## config.mk

```make
export PLATFORM = sky130hd
export DESIGN_NAME = sparc_instruction_decoder_flat
export DESIGN_NICKNAME = d
export VERILOG_FILES = /design/src/hw/rtl/sid_pkg.sv /design/src/hw/rtl/sid_in_if.sv /design/src/hw/rtl/sid_out_if.sv /design/src/hw/rtl/sid_decode.sv /design/src/hw/rtl/sparc_instruction_decoder.sv /design/src/flat_wrapper.sv
export VERILOG_INCLUDE_DIRS = /design/src /design/src/hw/rtl
export SDC_FILE = /design/constraint.sdc
export NUM_CORES = 1
export LEC_CHECK = 0
export BUFFER_PORTS_ARGS = -buffer_cell sky130_fd_sc_hd__buf_2
export CORE_MARGIN = 1
export CORE_UTILIZATION = 40
export DETAILED_ROUTE_END_ITERATION = 16
export HOLD_SLACK_MARGIN = 0.03
export PLACE_DENSITY = 0.65
export SETUP_SLACK_MARGIN = 0.02
export SLEW_MARGIN = 20
export SYNTH_ARGS = -nofsm -noshare
export SYNTH_HDL_FRONTEND = slang
export SYNTH_SLANG_ARGS = --single-unit
```

## constraint.sdc

```tcl
create_clock -name clk -period 5 [get_ports clk]
set_input_delay 0 -clock clk [delete_from_list [all_inputs] [get_ports clk]]
set_output_delay 0 -clock clk [all_outputs]
set_load 0.01 [all_outputs]
```

## src/hw/rtl/sparc_instruction_decoder_assert.svh

```systemverilog
// Assertion macros for the instruction decoder.
// Each macro takes a label, a clock, an active-low reset, an antecedent and a consequent.
`ifndef SPARC_INSTRUCTION_DECODER_ASSERT_SVH
`define SPARC_INSTRUCTION_DECODER_ASSERT_SVH

`ifndef SYNTHESIS

`define SID_ASSERT_SAME(lbl, clk, rst_n, ante, cons) \
    lbl: assert property (@(posedge clk) disable iff (!rst_n) (ante) |-> (cons)) \
        else $error("decoder check failed in the same cycle");

`define SID_ASSERT_NEXT(lbl, clk, rst_n, ante, cons) \
    lbl: assert property (@(posedge clk) disable iff (!rst_n) (ante) |=> (cons)) \
        else $error("decoder check failed one cycle later");

`else

`define SID_ASSERT_SAME(lbl, clk, rst_n, ante, cons)

`define SID_ASSERT_NEXT(lbl, clk, rst_n, ante, cons)

`endif

`endif

```

## src/hw/rtl/sid_pkg.sv

```systemverilog
package sid_pkg;

    localparam int WORD_W = 32;

    localparam logic [1:0] OP_FMT2  = 2'd0;
    localparam logic [1:0] OP_CALL  = 2'd1;
    localparam logic [1:0] OP_ARITH = 2'd2;
    localparam logic [1:0] OP_MEM   = 2'd3;

    localparam logic [2:0] OP2_UNIMP = 3'd0;
    localparam logic [2:0] OP2_BICC  = 3'd2;
    localparam logic [2:0] OP2_SETHI = 3'd4;
    localparam logic [2:0] OP2_FBFCC = 3'd6;
    localparam logic [2:0] OP2_CBCCC = 3'd7;

    localparam logic [5:0] OP3_ALU_LAST   = 6'd36;
    localparam logic [5:0] OP3_SHIFT_LAST = 6'd39;
    localparam logic [5:0] OP3_RDY        = 6'd40;
    localparam logic [5:0] OP3_RDPSR      = 6'd41;
    localparam logic [5:0] OP3_RDTBR      = 6'd43;
    localparam logic [5:0] OP3_WRY        = 6'd48;
    localparam logic [5:0] OP3_WRPSR      = 6'd49;
    localparam logic [5:0] OP3_WRTBR      = 6'd51;
    localparam logic [5:0] OP3_FPOP1      = 6'd52;
    localparam logic [5:0] OP3_FPOP2      = 6'd53;
    localparam logic [5:0] OP3_CPOP1      = 6'd54;
    localparam logic [5:0] OP3_CPOP2      = 6'd55;
    localparam logic [5:0] OP3_JMPL       = 6'd56;
    localparam logic [5:0] OP3_RETT       = 6'd57;
    localparam logic [5:0] OP3_TICC       = 6'd58;
    localparam logic [5:0] OP3_FLUSH      = 6'd59;
    localparam logic [5:0] OP3_SAVE       = 6'd60;
    localparam logic [5:0] OP3_RESTORE    = 6'd61;

    localparam logic [63:0] OP3_ALU_EMPTY_MASK = 64'h0000_0000_2200_2200;
    localparam logic [63:0] OP3_LD_MASK        = 64'h0000_0000_A60F_A60F;
    localparam logic [63:0] OP3_ST_MASK        = 64'h0000_0000_00F0_00F0;
    localparam logic [63:0] OP3_STFC_MASK      = 64'h00F0_00F0_0000_0000;
    localparam logic [63:0] OP3_LDFC_MASK      = 64'h000B_000B_0000_0000;

    localparam logic [5:0] MN_SR_PSR = 6'd32;
    localparam logic [5:0] MN_CPOP1  = 6'd0;
    localparam logic [5:0] MN_CPOP2  = 6'd1;

    localparam logic [4:0] CLS_UNIMP   = 5'd0;
    localparam logic [4:0] CLS_NOP     = 5'd1;
    localparam logic [4:0] CLS_SETHI   = 5'd2;
    localparam logic [4:0] CLS_BICC    = 5'd3;
    localparam logic [4:0] CLS_FBFCC   = 5'd4;
    localparam logic [4:0] CLS_CBCCC   = 5'd5;
    localparam logic [4:0] CLS_CALL    = 5'd6;
    localparam logic [4:0] CLS_ALU     = 5'd7;
    localparam logic [4:0] CLS_SHIFT   = 5'd8;
    localparam logic [4:0] CLS_RDSR    = 5'd9;
    localparam logic [4:0] CLS_WRSR    = 5'd10;
    localparam logic [4:0] CLS_FPOP    = 5'd11;
    localparam logic [4:0] CLS_CPOP    = 5'd12;
    localparam logic [4:0] CLS_JMPL    = 5'd13;
    localparam logic [4:0] CLS_RETT    = 5'd14;
    localparam logic [4:0] CLS_TRAP    = 5'd15;
    localparam logic [4:0] CLS_FLUSH   = 5'd16;
    localparam logic [4:0] CLS_SAVE    = 5'd17;
    localparam logic [4:0] CLS_RESTORE = 5'd18;
    localparam logic [4:0] CLS_LD      = 5'd19;
    localparam logic [4:0] CLS_ST      = 5'd20;
    localparam logic [4:0] CLS_LDFC    = 5'd21;
    localparam logic [4:0] CLS_STFC    = 5'd22;

    localparam int FP_TABLE_LEN = 38;

    localparam logic [8:0] FP_OPF_TABLE [FP_TABLE_LEN] = '{
        9'd196, 9'd200, 9'd204, 9'd209, 9'd210, 9'd211, 9'd201, 9'd205, 9'd198, 9'd206,
        9'd199, 9'd203, 9'd1,   9'd5,   9'd9,   9'd41,  9'd42,  9'd43,  9'd65,  9'd66,
        9'd67,  9'd69,  9'd70,  9'd71,  9'd73,  9'd74,  9'd75,  9'd105, 9'd110, 9'd77,
        9'd78,  9'd79,  9'd81,  9'd82,  9'd83,  9'd85,  9'd86,  9'd87
    };

    typedef struct packed {
        logic       hit;
        logic [5:0] index;
    } fp_match_t;

    typedef struct packed {
        logic [4:0]        insn_class;
        logic [5:0]        mnemonic_code;
        logic [4:0]        dest_reg;
        logic [4:0]        src1_reg;
        logic [4:0]        src2_reg;
        logic              uses_immediate;
        logic [WORD_W-1:0] immediate_value;
        logic [WORD_W-1:0] target_address;
        logic              annul_bit;
        logic [7:0]        space_id;
        logic [8:0]        sub_opcode;
        logic              recognized;
    } sid_result_t;

    // The table holds no duplicates; scanning downward leaves the lowest matching index.
    function automatic fp_match_t fp_lookup(input logic [8:0] opf);
        fp_match_t m;
        m = '0;
        for (int k = FP_TABLE_LEN - 1; k >= 0; k--)
        begin
            if (FP_OPF_TABLE[k] == opf)
            begin
                m.hit   = 1'b1;
                m.index = 6'(k);
            end
        end
        return m;
    endfunction

endpackage

```

## src/hw/rtl/sid_in_if.sv

```systemverilog
interface sid_in_if import sid_pkg::*; ();
    logic              valid;
    logic              ready;
    logic [WORD_W-1:0] instr_word;
    logic [WORD_W-1:0] pc;

    modport source (output valid, output instr_word, output pc, input ready);
    modport sink (input valid, input instr_word, input pc, output ready);
endinterface

```

## src/hw/rtl/sid_out_if.sv

```systemverilog
interface sid_out_if import sid_pkg::*; ();
    logic              valid;
    logic              ready;
    logic [4:0]        insn_class;
    logic [5:0]        mnemonic_code;
    logic [4:0]        dest_reg;
    logic [4:0]        src1_reg;
    logic [4:0]        src2_reg;
    logic              uses_immediate;
    logic [WORD_W-1:0] immediate_value;
    logic [WORD_W-1:0] target_address;
    logic              annul_bit;
    logic [7:0]        space_id;
    logic [8:0]        sub_opcode;
    logic              recognized;

    modport source (output valid, output insn_class, output mnemonic_code, output dest_reg,
                    output src1_reg, output src2_reg, output uses_immediate,
                    output immediate_value, output target_address, output annul_bit,
                    output space_id, output sub_opcode, output recognized, input ready);
    modport sink (input valid, input insn_class, input mnemonic_code, input dest_reg,
                  input src1_reg, input src2_reg, input uses_immediate,
                  input immediate_value, input target_address, input annul_bit,
                  input space_id, input sub_opcode, input recognized, output ready);
endinterface

```

## src/hw/rtl/sid_decode.sv

```systemverilog
module sid_decode import sid_pkg::*;
(
    input  logic [WORD_W-1:0] instr_word,
    input  logic [WORD_W-1:0] pc,
    input  logic              byte_swap,
    output sid_result_t       result
);

    logic [WORD_W-1:0] w;
    logic [1:0]        op;
    logic [2:0]        op2;
    logic [5:0]        op3;
    logic [4:0]        frd;
    logic [4:0]        frs1;
    logic [4:0]        frs2;
    logic              fi;
    logic [8:0]        opf;
    logic [WORD_W-1:0] const22;
    logic [WORD_W-1:0] simm13;
    logic [WORD_W-1:0] disp22;
    logic              fmt3;
    logic              opnd;
    logic              three_operand;
    fp_match_t         fp;
    sid_result_t       res;

    always_comb
    begin
        w = byte_swap ? {instr_word[7:0], instr_word[15:8], instr_word[23:16],
                         instr_word[31:24]} : instr_word;
        op      = w[31:30];
        op2     = w[24:22];
        op3     = w[24:19];
        frd     = w[29:25];
        frs1    = w[18:14];
        frs2    = w[4:0];
        fi      = w[13];
        opf     = w[13:5];
        const22 = {10'd0, w[21:0]};
        simm13  = {{19{w[12]}}, w[12:0]};
        disp22  = {{8{w[21]}}, w[21:0], 2'b00};
        fp      = fp_lookup(opf);
        three_operand = (op3 == OP3_FPOP1) && ((opf inside {[9'd65:9'd79]}) ||
                        opf == 9'd105 || opf == 9'd110);
        fmt3 = 1'b0;
        opnd = 1'b0;
        res  = '0;

        case (op)
            OP_FMT2:
            begin
                if (op2 == OP2_BICC || op2 == OP2_FBFCC || op2 == OP2_CBCCC)
                begin
                    if (op2 == OP2_BICC)
                        res.insn_class = CLS_BICC;
                    else if (op2 == OP2_FBFCC)
                        res.insn_class = CLS_FBFCC;
                    else
                        res.insn_class = CLS_CBCCC;
                    res.mnemonic_code  = {2'b00, w[28:25]};
                    res.annul_bit      = w[29];
                    res.target_address = pc + disp22;
                    res.recognized     = 1'b1;
                end
                else if (op2 == OP2_SETHI)
                begin
                    res.recognized = 1'b1;
                    if (frd == 5'd0 && w[21:0] == 22'd0)
                        res.insn_class = CLS_NOP;
                    else
                    begin
                        res.insn_class      = CLS_SETHI;
                        res.dest_reg        = frd;
                        res.immediate_value = {w[21:0], 10'd0};
                    end
                end
                else
                begin
                    res.insn_class      = CLS_UNIMP;
                    res.immediate_value = const22;
                    res.recognized      = (op2 == OP2_UNIMP);
                end
            end
            OP_CALL:
            begin
                res.insn_class     = CLS_CALL;
                res.target_address = pc + {w[29:0], 2'b00};
                res.recognized     = 1'b1;
            end
            OP_ARITH:
            begin
                fmt3 = 1'b1;
                res.recognized    = 1'b1;
                res.mnemonic_code = op3;
                if (op3 <= OP3_ALU_LAST)
                begin
                    res.insn_class = CLS_ALU;
                    opnd = 1'b1;
                    if (OP3_ALU_EMPTY_MASK[op3])
                        res.recognized = 1'b0;
                end
                else if (op3 <= OP3_SHIFT_LAST)
                begin
                    res.insn_class = CLS_SHIFT;
                    opnd = 1'b1;
                end
                else if (op3 <= OP3_RDTBR)
                begin
                    res.insn_class    = CLS_RDSR;
                    res.mnemonic_code = (op3 == OP3_RDY) ? {1'b0, frs1}
                                        : op3 - OP3_RDPSR + MN_SR_PSR;
                end
                else if (op3 inside {[OP3_WRY:OP3_WRTBR]})
                begin
                    res.insn_class    = CLS_WRSR;
                    opnd = 1'b1;
                    res.mnemonic_code = (op3 == OP3_WRY) ? {1'b0, frd}
                                        : op3 - OP3_WRPSR + MN_SR_PSR;
                end
                else if (op3 == OP3_FPOP1 || op3 == OP3_FPOP2)
                begin
                    res.insn_class    = CLS_FPOP;
                    res.sub_opcode    = opf;
                    res.mnemonic_code = fp.hit ? fp.index : 6'd0;
                    res.recognized    = fp.hit;
                end
                else if (op3 == OP3_CPOP1 || op3 == OP3_CPOP2)
                begin
                    res.insn_class    = CLS_CPOP;
                    res.mnemonic_code = (op3 == OP3_CPOP2) ? MN_CPOP2 : MN_CPOP1;
                    res.sub_opcode    = opf;
                end
                else if (op3 == OP3_JMPL)
                begin
                    res.insn_class = CLS_JMPL;
                    opnd = 1'b1;
                end
                else if (op3 == OP3_RETT)
                begin
                    res.insn_class = CLS_RETT;
                    opnd = 1'b1;
                end
                else if (op3 == OP3_TICC)
                begin
                    res.insn_class    = CLS_TRAP;
                    res.mnemonic_code = {2'b00, w[28:25]};
                    opnd = 1'b1;
                end
                else if (op3 == OP3_FLUSH)
                begin
                    res.insn_class = CLS_FLUSH;
                    opnd = 1'b1;
                end
                else if (op3 == OP3_SAVE)
                begin
                    res.insn_class = CLS_SAVE;
                    opnd = 1'b1;
                end
                else if (op3 == OP3_RESTORE)
                begin
                    res.insn_class = CLS_RESTORE;
                    opnd = 1'b1;
                end
                else
                begin
                    fmt3 = 1'b0;
                    res.insn_class      = CLS_UNIMP;
                    res.mnemonic_code   = 6'd0;
                    res.recognized      = 1'b0;
                    res.immediate_value = const22;
                end
            end
            default:
            begin
                fmt3 = 1'b1;
                opnd = 1'b1;
                res.recognized    = 1'b1;
                res.mnemonic_code = op3;
                if (OP3_LD_MASK[op3])
                    res.insn_class = CLS_LD;
                else if (OP3_ST_MASK[op3])
                    res.insn_class = CLS_ST;
                else if (OP3_STFC_MASK[op3])
                    res.insn_class = CLS_STFC;
                else if (OP3_LDFC_MASK[op3])
                    res.insn_class = CLS_LDFC;
                else
                begin
                    fmt3 = 1'b0;
                    opnd = 1'b0;
                    res.insn_class      = CLS_UNIMP;
                    res.mnemonic_code   = 6'd0;
                    res.recognized      = 1'b0;
                    res.immediate_value = const22;
                end
                if ((OP3_LD_MASK[op3] || OP3_ST_MASK[op3]) && op3[4] && !fi)
                    res.space_id = w[12:5];
            end
        endcase

        if (fmt3)
        begin
            res.dest_reg = frd;
            res.src1_reg = (res.insn_class == CLS_FPOP && !three_operand) ? 5'd0 : frs1;
            res.src2_reg = frs2;
        end
        if (opnd)
        begin
            res.uses_immediate = fi;
            if (fi)
                res.immediate_value = (res.insn_class == CLS_TRAP) ? {25'd0, w[6:0]} : simm13;
        end
    end

    assign result = res;

endmodule

```

## src/hw/rtl/sparc_instruction_decoder.sv

```systemverilog
// Channel   Direction  Contents
// instr     in         instr_word, pc
// result    out        decoded fields of one instruction
// cfg       in         byte_swap write (cfg_we, cfg_wdata)
//
// Each word passes through an input register, then the decode logic and the result register.
// One word is accepted in every cycle while result.ready holds.
// Reset clears both valid flags and byte_swap. A stalled result holds the result register and
// the input register keeps taking one more word behind it before instr.ready drops.
module sparc_instruction_decoder import sid_pkg::*;
(
    input  logic clk,
    input  logic rst_n,
    input  logic cfg_we,
    input  logic cfg_wdata,
    sid_in_if.sink    instr,
    sid_out_if.source result
);

    `include "sparc_instruction_decoder_assert.svh"

    logic              byte_swap_reg;
    logic              byte_swap_next;
    logic              stage_valid_reg;
    logic              stage_valid_next;
    logic [WORD_W-1:0] stage_word_reg;
    logic [WORD_W-1:0] stage_pc_reg;
    logic              result_valid_reg;
    logic              result_valid_next;
    sid_result_t       result_reg;
    sid_result_t       decoded;
    logic              stage_load;
    logic              result_load;

    sid_decode u_decode
    (
        .instr_word (stage_word_reg),
        .pc         (stage_pc_reg),
        .byte_swap  (byte_swap_reg),
        .result     (decoded)
    );

    assign result_load = stage_valid_reg && (!result_valid_reg || result.ready);
    assign instr.ready = !stage_valid_reg || result_load;
    assign stage_load  = instr.valid && instr.ready;

    always_comb
    begin
        byte_swap_next    = cfg_we ? cfg_wdata : byte_swap_reg;
        stage_valid_next  = stage_load ? 1'b1 : (result_load ? 1'b0 : stage_valid_reg);
        result_valid_next = result_load ? 1'b1 : (result.ready ? 1'b0 : result_valid_reg);
    end

    always_ff @(posedge clk or negedge rst_n)
    begin
        if (!rst_n)
        begin
            byte_swap_reg    <= 1'b0;
            stage_valid_reg  <= 1'b0;
            result_valid_reg <= 1'b0;
        end
        else
        begin
            byte_swap_reg    <= byte_swap_next;
            stage_valid_reg  <= stage_valid_next;
            result_valid_reg <= result_valid_next;
        end
    end

    always_ff @(posedge clk)
    begin
        if (stage_load)
        begin
            stage_word_reg <= instr.instr_word;
            stage_pc_reg   <= instr.pc;
        end
        if (result_load)
            result_reg <= decoded;
    end

    assign result.valid           = result_valid_reg;
    assign result.insn_class      = result_reg.insn_class;
    assign result.mnemonic_code   = result_reg.mnemonic_code;
    assign result.dest_reg        = result_reg.dest_reg;
    assign result.src1_reg        = result_reg.src1_reg;
    assign result.src2_reg        = result_reg.src2_reg;
    assign result.uses_immediate  = result_reg.uses_immediate;
    assign result.immediate_value = result_reg.immediate_value;
    assign result.target_address  = result_reg.target_address;
    assign result.annul_bit       = result_reg.annul_bit;
    assign result.space_id        = result_reg.space_id;
    assign result.sub_opcode      = result_reg.sub_opcode;
    assign result.recognized      = result_reg.recognized;

    `SID_ASSERT_NEXT(a_load_gives_result, clk, rst_n, result_load, result_valid_reg)
    `SID_ASSERT_SAME(a_stall_only_when_full, clk, rst_n, !instr.ready,
        stage_valid_reg && result_valid_reg && !result.ready)
    `SID_ASSERT_SAME(a_nop_is_clean, clk, rst_n,
        result_valid_reg && result_reg.insn_class == CLS_NOP,
        result_reg.recognized && result_reg.dest_reg == 5'd0 &&
        result_reg.immediate_value == '0)
    `SID_ASSERT_SAME(a_control_transfer_known, clk, rst_n,
        result_valid_reg && (result_reg.insn_class == CLS_BICC ||
        result_reg.insn_class == CLS_FBFCC || result_reg.insn_class == CLS_CBCCC ||
        result_reg.insn_class == CLS_CALL), result_reg.recognized)

endmodule

```

## src/flat_wrapper.sv

```systemverilog
// flat-port wrapper written by rule: the top's interface ports become plain ports
module sparc_instruction_decoder_flat import sid_pkg::*;
  (clk, rst_n, cfg_we, cfg_wdata, instr_valid, instr_instr_word, instr_pc, instr_ready, result_valid, result_insn_class, result_mnemonic_code, result_dest_reg, result_src1_reg, result_src2_reg, result_uses_immediate, result_immediate_value, result_target_address, result_annul_bit, result_space_id, result_sub_opcode, result_recognized, result_ready);
  sid_in_if instr_i ();
  sid_out_if result_i ();
  input  logic clk;
  input  logic rst_n;
  input  logic cfg_we;
  input  logic cfg_wdata;
  input wire logic [$bits(instr_i.valid)-1:0] instr_valid;
  input wire logic [$bits(instr_i.instr_word)-1:0] instr_instr_word;
  input wire logic [$bits(instr_i.pc)-1:0] instr_pc;
  output wire logic [$bits(instr_i.ready)-1:0] instr_ready;
  output wire logic [$bits(result_i.valid)-1:0] result_valid;
  output wire logic [$bits(result_i.insn_class)-1:0] result_insn_class;
  output wire logic [$bits(result_i.mnemonic_code)-1:0] result_mnemonic_code;
  output wire logic [$bits(result_i.dest_reg)-1:0] result_dest_reg;
  output wire logic [$bits(result_i.src1_reg)-1:0] result_src1_reg;
  output wire logic [$bits(result_i.src2_reg)-1:0] result_src2_reg;
  output wire logic [$bits(result_i.uses_immediate)-1:0] result_uses_immediate;
  output wire logic [$bits(result_i.immediate_value)-1:0] result_immediate_value;
  output wire logic [$bits(result_i.target_address)-1:0] result_target_address;
  output wire logic [$bits(result_i.annul_bit)-1:0] result_annul_bit;
  output wire logic [$bits(result_i.space_id)-1:0] result_space_id;
  output wire logic [$bits(result_i.sub_opcode)-1:0] result_sub_opcode;
  output wire logic [$bits(result_i.recognized)-1:0] result_recognized;
  input wire logic [$bits(result_i.ready)-1:0] result_ready;
  assign instr_i.valid = instr_valid;
  assign instr_i.instr_word = instr_instr_word;
  assign instr_i.pc = instr_pc;
  assign instr_ready = instr_i.ready;
  assign result_valid = result_i.valid;
  assign result_insn_class = result_i.insn_class;
  assign result_mnemonic_code = result_i.mnemonic_code;
  assign result_dest_reg = result_i.dest_reg;
  assign result_src1_reg = result_i.src1_reg;
  assign result_src2_reg = result_i.src2_reg;
  assign result_uses_immediate = result_i.uses_immediate;
  assign result_immediate_value = result_i.immediate_value;
  assign result_target_address = result_i.target_address;
  assign result_annul_bit = result_i.annul_bit;
  assign result_space_id = result_i.space_id;
  assign result_sub_opcode = result_i.sub_opcode;
  assign result_recognized = result_i.recognized;
  assign result_i.ready = result_ready;
  sparc_instruction_decoder u_core (.clk(clk), .rst_n(rst_n), .cfg_we(cfg_we), .cfg_wdata(cfg_wdata), .instr(instr_i), .result(result_i));
endmodule
```

==> results.md <==
- Status: finished clean
- # resized after CTS: 0
- Vias per cell: 5.76
- CTS H-Tree Depth: 4
- Port buffer count: 181
- Initial antenna violation count: 0
- Gr usage total: roughly a quarter
- Largest net degree at the start of global routing: 73
- Row count: 57
- CTS tree: yes
- Gp weighted congestion: 0.932
- Antenna diode count: 0
- Post-synthesis sequential area ratio: 52.4%
- Core footprint: 24,500 sq um
- CTS buffer count: 17
- Routed Antenna Nets: 0
- Crit path cell chain: buf_4 -> mux2i_1 -> inv_1 -> ha_1 -> nor2b_1 -> o31ai_1 -> a21oi_1 -> o21ba_2 -> o2111ai_1 -> a311oi_1 -> nor4b_1 -> a211oi_1 -> o22ai_1
- Max FO, Critical Path: 24
- Die X: 161 um
- Clock power share: 30.4%
- Worst-Skew Late Latency: 440 ps
- Post-CTS setup repair buffer count: 0
- Layout net count: ~1,300
- Tot Pwr: roughly 4.6 mW
- DRT Pass-1 Iters: 6
- Root buffer cell: clkbuf_16
- CTS sink cnt: between 150 and 200
- Area growth syn-to-layout: 29.1%
- R2R depth: 13
- 1st-iter DRT viols: 823
- Place WS: 460 ps
- Vias in the first global route: between 8,000 and 9,000
- Yosys reg bits: 177
- Final WS setup: 296 ps
- WS Path Type: register to register
- Relative slew slack: 28.9%
- CP required: 5190 ps
- Syn_nets: 1,035
- Finished layout cell area: 13,100 sq um
- Skew final: 12.8 ps
- Combinational share of power: 28.5%
- Unrepaired setup endpoints after global routing: false
- Avg Inst Size Synth: 11.0 sq um
- FF-to-FF setup slack: between 200 and 300 ps
- GRT Residual Overflow: 0
- Fin crit period: 4700 ps
- Slowest stage delay, CP: 680 ps
- Endpoint class of the critical path: register
- Data arrival, critical path: 4890 ps
- Total Routed Length: around 34,000 um
- HPWL Detailed: 24,700 um
- Commonest cells after routing, fill and taps aside: buf_2 (181), edfxtp_1 (174), nor2_1 (122)
- Hold_ws: around 260 ps
- Setup TNS: 0 ps
- FMAX: 213 MHz
- Largest buffer count on any clock path: 2
- Type of origin of the critical path: register
- Worst hold path type: primary input to register
- Switching Power: 1.48 mW
- Initial Util: approximately two fifths
- Clock Pin Slew Worst Setup and Hold Paths: 70 ps
- Placed cells: 1,454
- Placed inst area: 11,700 sq um
- Hold path depth: 2
- Vias: 8,960
- Final Max Slew Viols: 0
- Post-layout util: 53.2%
- Cell Int Power: about 3.1 mW
- Most common cell after layout, fill and taps aside: buf_2
- Flop pwr share: 41.1%
- Mapped Area: 10,100 sq um
- Yosys Warn Count: 0
- Crit share post-route: a little over nine tenths
- Synth cell types: 81
- Fraction of layout cells with a size suffix above 1: 24.7%
- Remaining DRCs: 0
- Power per cell area: 353 nW/um^2
- EDFF count, synth: between 150 and 200
- Prevailing post-synth register cell: edfxtp_1
- Wirelength per Cell: ~22 um
- Sw Ratio: about 32%
- Non-filler cells, final: 1,556
- Peak VDD IR: 189 uV
- Filler cell count: 2,175
- Post-Syn Instances: 922
- Slew @ Worst Pin: 1070 ps
- Static leakage: 5.30 nW
- Die H: 161 um
- Async SR Flop Fraction: 1.69%
- Max Cap Violations: 0
- Hold Vio Cnt, Final: 0
- Critical path's slowest cell: dfrtp_2
- Ports: 182
- Die area: about 26,000 sq um
- Final setup vio count: 0
- First-pass GRT wire length: 50,100 um
logic make-up after synthesis:
group / share of synthesized area, %
compound gates: 19.1
simple gates: 13.2
flops: 52.4
buf+inv: 3.29
fa+ha+maj: 5.39
mux: 3.82
xor+xnor: 2.86
power groups by stage:
stage | sequential [mW] | combinational [mW] | clock (mW)
6_report | 1.90 | 1.32 | 1.41
5_1_grt | 1.91 | 1.42 | 1.48
4_1_cts | 1.90 | 1.30 | 1.44
3_5_place_dp | 1.93 | 1.25 | 0
3_3_place_gp | 1.93 | 1.25 | 0
2_1_floorplan | 1.96 | 0.733 | 0
synth_stat cells, types with 17 or more instances:
cell / count / area [sq um]
xor2_1: 17 / 149
nand2_1: 40 / 150
inv_1: 43 / 161
a211oi_1: 19 / 143
clkbuf_1: 21 / 78.8
o22ai_1: 20 / 125
ha_1: 42 / 526
edfxtp_1: 174 / 5230
o21ai_0: 53 / 265
mux2i_1: 26 / 260
nor3_1: 22 / 110
nor2_1: 122 / 458
a21oi_1: 59 / 295
routing by layer:
metal | routed length, um | vias to the layer above | GRT usage, %
met3 | 2500 | 51 | 5.19
met1 | 15000 | 4334 | 35.8
met4 | 947 | 0 | 9.73
met5 | 0 | - | 0
met2 | 15400 | 441 | 40.1
li1 | - | 4134 | -
layout make-up:
type,count,area (sq um),share of cell area (%)
Clock buffer,18,429,3.29
Multi-Input combinational cell,666,4490,34.4
Clock inverter,13,181,1.39
Inverter,45,169,1.29
Sequential cell,177,5300,40.6
Timing Repair Buffer,313,2090,16.0
Tap cell,324,405,3.10
critical path, delay by kind of cell, from the launching register on:
family	cells	cell delay [ps]
AOI/OAI and AO/OA	7	1830
DFF	1	680
muxes	1	670
buffers and inverters	2	490
and+or+nand+nor	2	400
adders and majority gates	1	350
path summary, 6_finish.rpt:
kind	end	startpoint
min in group asynchronous	u_core.result.valid	rst_n
hold reg to reg	u_core.result.valid	u_core.stage_valid_reg
setup reg to reg	u_core.result.target_address[30]	u_core.byte_swap_reg
setup / recovery	u_core.result.target_address[30]	u_core.byte_swap_reg
hold / removal	u_core.stage_pc_reg[28]	instr_pc[28]
max in group asynchronous	u_core.byte_swap_reg	rst_n
repair_timing:
action                                  CTS  global route
hold buffers                             71             0
hold endpoints to repair                 70             0
endpoints found under the setup margin    0             0
No activity file was read; power rests on OpenSTA's default activity.
